$ cat config.mk
export PLATFORM = sky130hd
export DESIGN_NAME = raur_ctl
export DESIGN_NICKNAME = d
export VERILOG_FILES = /design/src/raur_pkg.sv /design/src/raur_ctl.sv
export VERILOG_INCLUDE_DIRS = /design/src /design/src/src
export SDC_FILE = /design/constraint.sdc
export NUM_CORES = 1
export LEC_CHECK = 0
export BUFFER_PORTS_ARGS = -buffer_cell sky130_fd_sc_hd__clkbuf_2
export CAP_MARGIN = 20
export CORE_AREA = 2 2 39 41
export DETAILED_ROUTE_END_ITERATION = 10
export DIE_AREA = 0 0 41 43
export PLACE_DENSITY = 0.66
export SYNTH_ARGS = -nofsm -noshare
export SYNTH_HDL_FRONTEND = slang
export SYNTH_SLANG_ARGS = --single-unit
$ cat constraint.sdc
create_clock -name clock -period 1.5 [get_ports clock]
set_input_delay 0.3 -clock clock [delete_from_list [all_inputs] [get_ports clock]]
set_output_delay 0.3 -clock clock [all_outputs]
set_load 0.02 [all_outputs]
$ cat src/range_add_undo_redo_engine_top_defines.svh
// Assertion macros for the range add engine.
`ifndef RANGE_ADD_UNDO_REDO_ENGINE_TOP_DEFINES_SVH
`define RANGE_ADD_UNDO_REDO_ENGINE_TOP_DEFINES_SVH

`ifndef SYNTH
`define RAUR_ASSERT_IMP(name, clk, rst, ante, cons) \
   name: assert property (@(posedge clk) disable iff (rst) (ante) |-> (cons)) \
      else $error("assertion failed");
`define RAUR_ASSERT_NXT(name, clk, rst, ante, cons) \
   name: assert property (@(posedge clk) disable iff (rst) (ante) |=> (cons)) \
      else $error("assertion failed");
`else
`define RAUR_ASSERT_IMP(name, clk, rst, ante, cons)
`define RAUR_ASSERT_NXT(name, clk, rst, ante, cons)
`endif

`endif

$ cat src/raur_pkg.sv
package raur_pkg;

   localparam int unsigned OP_W   = 3;
   localparam int unsigned IDX_W  = 10;
   localparam int unsigned AMT_W  = 32;
   localparam int unsigned VAL_W  = 64;
   localparam int unsigned STAT_W = 2;
   localparam int unsigned ACT_W  = 11;

   localparam logic [ACT_W-1:0] ACTIVE_RESET = 11'd1024;

   typedef enum logic [OP_W-1:0] {
      OP_WRITE = 3'd0,
      OP_ADD   = 3'd1,
      OP_SUB   = 3'd2,
      OP_UNDO  = 3'd3,
      OP_REDO  = 3'd4,
      OP_READ  = 3'd5
   } op_type;

   typedef enum logic [STAT_W-1:0] {
      RS_DONE  = 2'd0,
      RS_EMPTY = 2'd1,
      RS_RANGE = 2'd2,
      RS_FULL  = 2'd3
   } status_type;

   // history slot: bit 0 subtract, then first, last, amount
   typedef struct packed {
      logic [AMT_W-1:0] amount;
      logic [IDX_W-1:0] last_index;
      logic [IDX_W-1:0] first_index;
      logic             sub;
   } rec_type;

   typedef enum logic [2:0] {
      CS_CLEAR,
      CS_IDLE,
      CS_DECODE,
      CS_READ_WAIT,
      CS_HIST_WAIT,
      CS_SWEEP,
      CS_FINISH
   } ctl_state_type;

   typedef struct packed {
      logic       clear_step;
      logic       load_req;
      logic       table_write;
      logic       table_read;
      logic       push_rec;
      logic       undo_fetch;
      logic       redo_fetch;
      logic       undo_commit;
      logic       redo_commit;
      logic       status_load;
      status_type status_code;
      logic       out_load;
   } dp_cmd_type;

   typedef struct packed {
      logic   clear_last;
      op_type op;
      logic   bad_first;
      logic   bad_last;
      logic   hist_full;
      logic   undo_empty;
      logic   redo_empty;
      logic   sweep_busy;
      logic   out_free;
   } dp_stat_type;

endpackage

$ cat src/raur_ctl.sv
`include "range_add_undo_redo_engine_top_defines.svh"

module raur_ctl (
   input  logic                 clock,
   input  logic                 reset,
   input  logic                 req_tvalid,
   output logic                 req_tready,
   input  raur_pkg::dp_stat_type stat,
   output raur_pkg::dp_cmd_type  cmd
);

   raur_pkg::ctl_state_type state_ff;
   raur_pkg::ctl_state_type state_in;

   always_ff @(posedge clock) begin
      if (reset) begin
         state_ff <= raur_pkg::CS_CLEAR;
      end else begin
         state_ff <= state_in;
      end
   end

   always_comb begin
      state_in   = state_ff;
      cmd        = '0;
      req_tready = 1'b0;
      unique case (state_ff)
         raur_pkg::CS_CLEAR: begin
            cmd.clear_step = 1'b1;
            if (stat.clear_last) begin
               state_in = raur_pkg::CS_IDLE;
            end
         end
         raur_pkg::CS_IDLE: begin
            req_tready = 1'b1;
            if (req_tvalid) begin
               cmd.load_req = 1'b1;
               state_in     = raur_pkg::CS_DECODE;
            end
         end
         raur_pkg::CS_DECODE: begin
            cmd.status_load = 1'b1;
            cmd.status_code = raur_pkg::RS_DONE;
            state_in        = raur_pkg::CS_FINISH;
            unique case (stat.op)
               raur_pkg::OP_WRITE: begin
                  if (stat.bad_first) begin
                     cmd.status_code = raur_pkg::RS_RANGE;
                  end else begin
                     cmd.table_write = 1'b1;
                  end
               end
               raur_pkg::OP_READ: begin
                  if (stat.bad_first) begin
                     cmd.status_code = raur_pkg::RS_RANGE;
                  end else begin
                     cmd.table_read = 1'b1;
                     state_in       = raur_pkg::CS_READ_WAIT;
                  end
               end
               raur_pkg::OP_ADD, raur_pkg::OP_SUB: begin
                  if (stat.bad_first || stat.bad_last) begin
                     cmd.status_code = raur_pkg::RS_RANGE;
                  end else if (stat.hist_full) begin
                     cmd.status_code = raur_pkg::RS_FULL;
                  end else begin
                     cmd.push_rec = 1'b1;
                     state_in     = raur_pkg::CS_SWEEP;
                  end
               end
               raur_pkg::OP_UNDO: begin
                  if (stat.undo_empty) begin
                     cmd.status_code = raur_pkg::RS_EMPTY;
                  end else begin
                     cmd.undo_fetch = 1'b1;
                     state_in       = raur_pkg::CS_HIST_WAIT;
                  end
               end
               raur_pkg::OP_REDO: begin
                  if (stat.redo_empty) begin
                     cmd.status_code = raur_pkg::RS_EMPTY;
                  end else begin
                     cmd.redo_fetch = 1'b1;
                     state_in       = raur_pkg::CS_HIST_WAIT;
                  end
               end
               default: begin
               end
            endcase
         end
         raur_pkg::CS_READ_WAIT: begin
            state_in = raur_pkg::CS_FINISH;
         end
         raur_pkg::CS_HIST_WAIT: begin
            if (stat.op == raur_pkg::OP_UNDO) begin
               cmd.undo_commit = 1'b1;
            end else begin
               cmd.redo_commit = 1'b1;
            end
            state_in = raur_pkg::CS_SWEEP;
         end
         raur_pkg::CS_SWEEP: begin
            if (!stat.sweep_busy) begin
               state_in = raur_pkg::CS_FINISH;
            end
         end
         raur_pkg::CS_FINISH: begin
            if (stat.out_free) begin
               cmd.out_load = 1'b1;
               state_in     = raur_pkg::CS_IDLE;
            end
         end
         default: begin
            state_in = raur_pkg::CS_IDLE;
         end
      endcase
   end

   `RAUR_ASSERT_NXT(a_sweep_entry, clock, reset, cmd.push_rec || cmd.undo_commit || cmd.redo_commit, state_ff == raur_pkg::CS_SWEEP)
   `RAUR_ASSERT_NXT(a_accept_decode, clock, reset, req_tvalid && req_tready, state_ff == raur_pkg::CS_DECODE)

endmodule

==> results_dict.tcl <==
set metrics [dict create \
    ys_seq_area_share_pct 12.8 \
    n_fill_cell 113 \
    drc 0 \
    cts-htree-levels 1 \
    slew_viol_final 0 \
    gr-total-overflow 0 \
    cp_cell_sequence "buf_8 -> xnor2_4 -> nor4_4 -> nand2_2 -> a221oi_4 -> clkbuf_8" \
    rsz0062_at_grt "true" \
    die-height_um 43 \
    power.switching_uw 169 \
    row_count 14 \
    maxCapViolCount 0 \
    top_regs "state_ff (3)" \
    fin_ws_ps -130 \
    viasPerCell 5.19 \
    clk-insertion-delay-late_ps 230 \
    worst_clock_skew_ps 1.14 \
    synth_nets 81 \
    io_pins 28 \
    period_minus_slack_ps 1630 \
    clk_transition_reported_paths_ps 30 \
    largest_reg_flops 3 \
    setup_viol 9 \
    syn_area_per_cell_um2 7.00 \
    ant_nets 0 \
    vdd_drop_max_v 0.000403 \
    critPathTopFamily "simple AND/OR/NAND/NOR gates" \
    cts-hold-fix-buffers 0 \
    grt_pass1_wl_mm 2.26 \
    holdWs_ps 263 \
    synth_area_leaders "dfxtp_1 (13%), nor3_1 (6.4%), nor2_1 (6.4%)" \
    seq_area_um2 65.1 \
    portBuffers 27 \
    cts_tree "built" \
    fin_cells 129 \
    endpoint_kind "primary output" \
    num_antenna_cells 0 \
    yosys.cell_types.count 38 \
    syn_area_um2 469 \
    drtPass1Iterations 4 \
    wl_per_cell_um 12.1 \
    sw_frac_of_total_pct 35.5 \
    max_slew.worst_pin.slew_ps 277 \
    finish.utilization_pct 69.0 \
    antenna_found_initial 0 \
    drive_above_1_share_pct 63.7 \
    period_share_pct 109 \
    synth-warning-count 0 \
    critical_path.max_fanout 4 \
    grt.total_usage_pct 17.9 \
    power.total_uw 477 \
    max_freq_mhz 613 \
    wl_mm 1.56 \
    powerDensity_nw_per_um2 499 \
    outcome "finished with violations" \
    clkPwrFrac_pct 28.9 \
    first_iter_violations 16 \
    place.gp.congestion 0.814 \
    cts_buffers 3 \
    hold_violations 0 \
    violations "negative setup slack" \
    clock-sinks 3 \
    area_delta_synth_final_pct 103 \
    critPathKind "in -> out" \
    placed_area_um2 733 \
    combPwrFrac_pct 51.5 \
    multiInputGateArea_um2 485 \
    worst-endpoint-arrival_ps 1330 \
    core_area_um2 1380 \
    synth_top_cell_by_area "dfxtp_1" \
    crit_slowest_cell "nor4_4" \
    die_area_um2 1760 \
    syn_inst 67 \
    hpwl_mm 1.14 \
    grt_max_degree 10 \
    yosys_register_bits 3 \
    nNetsFinal 128 \
    p_int_uw 308 \
    start_util_pct 33.9 \
    grt_pass1_vias 603 \
    cts-root-buf "clkbuf_4" \
    worstPathRequired_ps 1200 \
    clk_path_buf_depth 2 \
    die_w_um 41 \
    cp-start-kind "primary input" \
    max_slew_margin_pct 81.5 \
    postLayoutCellArea_um2 955 \
    place_inst 121 \
    crit_buf_inv 2 \
    power_frac_seq_pct 19.6 \
    p_leak_uw 0.000411 \
    worst_path_largest_cell_delay_ps 250 \
    synth_top_cell_area_share_pct 12.8 \
    regMostFlops "state_ff" \
    hold_class "in -> reg" \
    num_vias 669 \
]
## final cells by class
cell class | count | area share (%)
flip-flops and latches | 3 | 6.82
inverters | 4 | 1.57
multi-input cells | 57 | 50.9
repair buffers | 45 | 35.9
well taps | 16 | 2.10
clock buffers | 4 | 2.75
## power groups by stage
stage               clock network (uW)  registers, uW  logic, uW
floorplan                            0           97.6        106
global placement                     0           96.8        182
detailed placement                   0           97.4        186
CTS                                145           94.9        200
global route                       148           94.3        264
finish                             138           93.5        246
## Yosys cell counts
library cell	n
nand3b_1	1
a21o_1	1
buf_6	1
dfxtp_1	3
a311o_1	1
a21boi_1	1
a32oi_1	1
a22oi_1	1
o21a_1	1
o22a_1	1
inv_1	3
nor3_1	6
xnor2_1	1
a211o_1	1
and2b_1	1
nor4_1	1
nor3b_1	1
nor4b_2	1
buf_2	1
nand3_1	2
and2b_4	1
nor4_2	1
inv_2	1
a31o_1	1
a221oi_2	1
nor2b_1	3
and3_2	1
buf_4	1
o221ai_1	1
nand2_4	1
nor2_1	8
or3_2	1
nand2b_1	1
a21oi_1	3
nand2_1	5
o21ai_0	4
or2_2	2
nor4b_1	1
## through the flow
stage               TNS [ps]  worst slack [ps]
global placement       -73.7             -68.1
global route           -1030              -168
floorplan              -87.7             -43.9
detailed placement      -137              -124
finish                  -558              -130
CTS                     -611              -121
## routing by layer
layer,vias up,global-route usage [%],part of all wire [%]
li1,340,-,-
met1,311,23.1,41
met2,18,30.3,55
met3,0,0,3.5
met4,0,6.00,0
met5,-,0,0
## placed cells by master, fill, tap and decap left out, types with 2 or more instances in the layout
master,Yosys,routed
nand2_1,5,4
inv_2,1,2
clkbuf_2,0,14
nor3_2,0,3
nor2_1,8,4
a21oi_1,3,3
nand3_1,2,2
buf_6,1,3
inv_1,3,2
nor3_1,6,3
nor2_2,0,2
buf_4,1,23
nor2_4,0,2
buf_8,0,3
nor2b_1,3,3
o21ai_0,4,3
clkbuf_4,0,4
## path summary, 6_finish.rpt
path | cells after the start | to | startpoint | slack [ps]
max reg2reg | 6 | state_ff[1] | state_ff[0] | 120
max | 6 | cmd[1] | stat[7] | -130
min reg2reg | 3 | state_ff[2] | state_ff[2] | 630
min | 2 | state_ff[2] | reset | 260
## kinds of logic after synthesis
group	Yosys count	synth area share, %
AO/OA/AOI/OAI	18	28.5
XOR/XNOR	1	1.87
buffers and inverters	7	8.27
flip-flops	3	12.8
AND/OR/NAND/NOR	38	48.5
## what timing repair did
| action | in CTS | in global routing |
|---|---|---|
| pin swaps | 5 | 8 |
| resized for setup | 18 | 36 |
| endpoints found under the hold margin | 0 | 0 |
| setup endpoints to repair | 12 | 13 |
| buffers inserted | 2 | 2 |
Power figures use the tool's default switching activity.
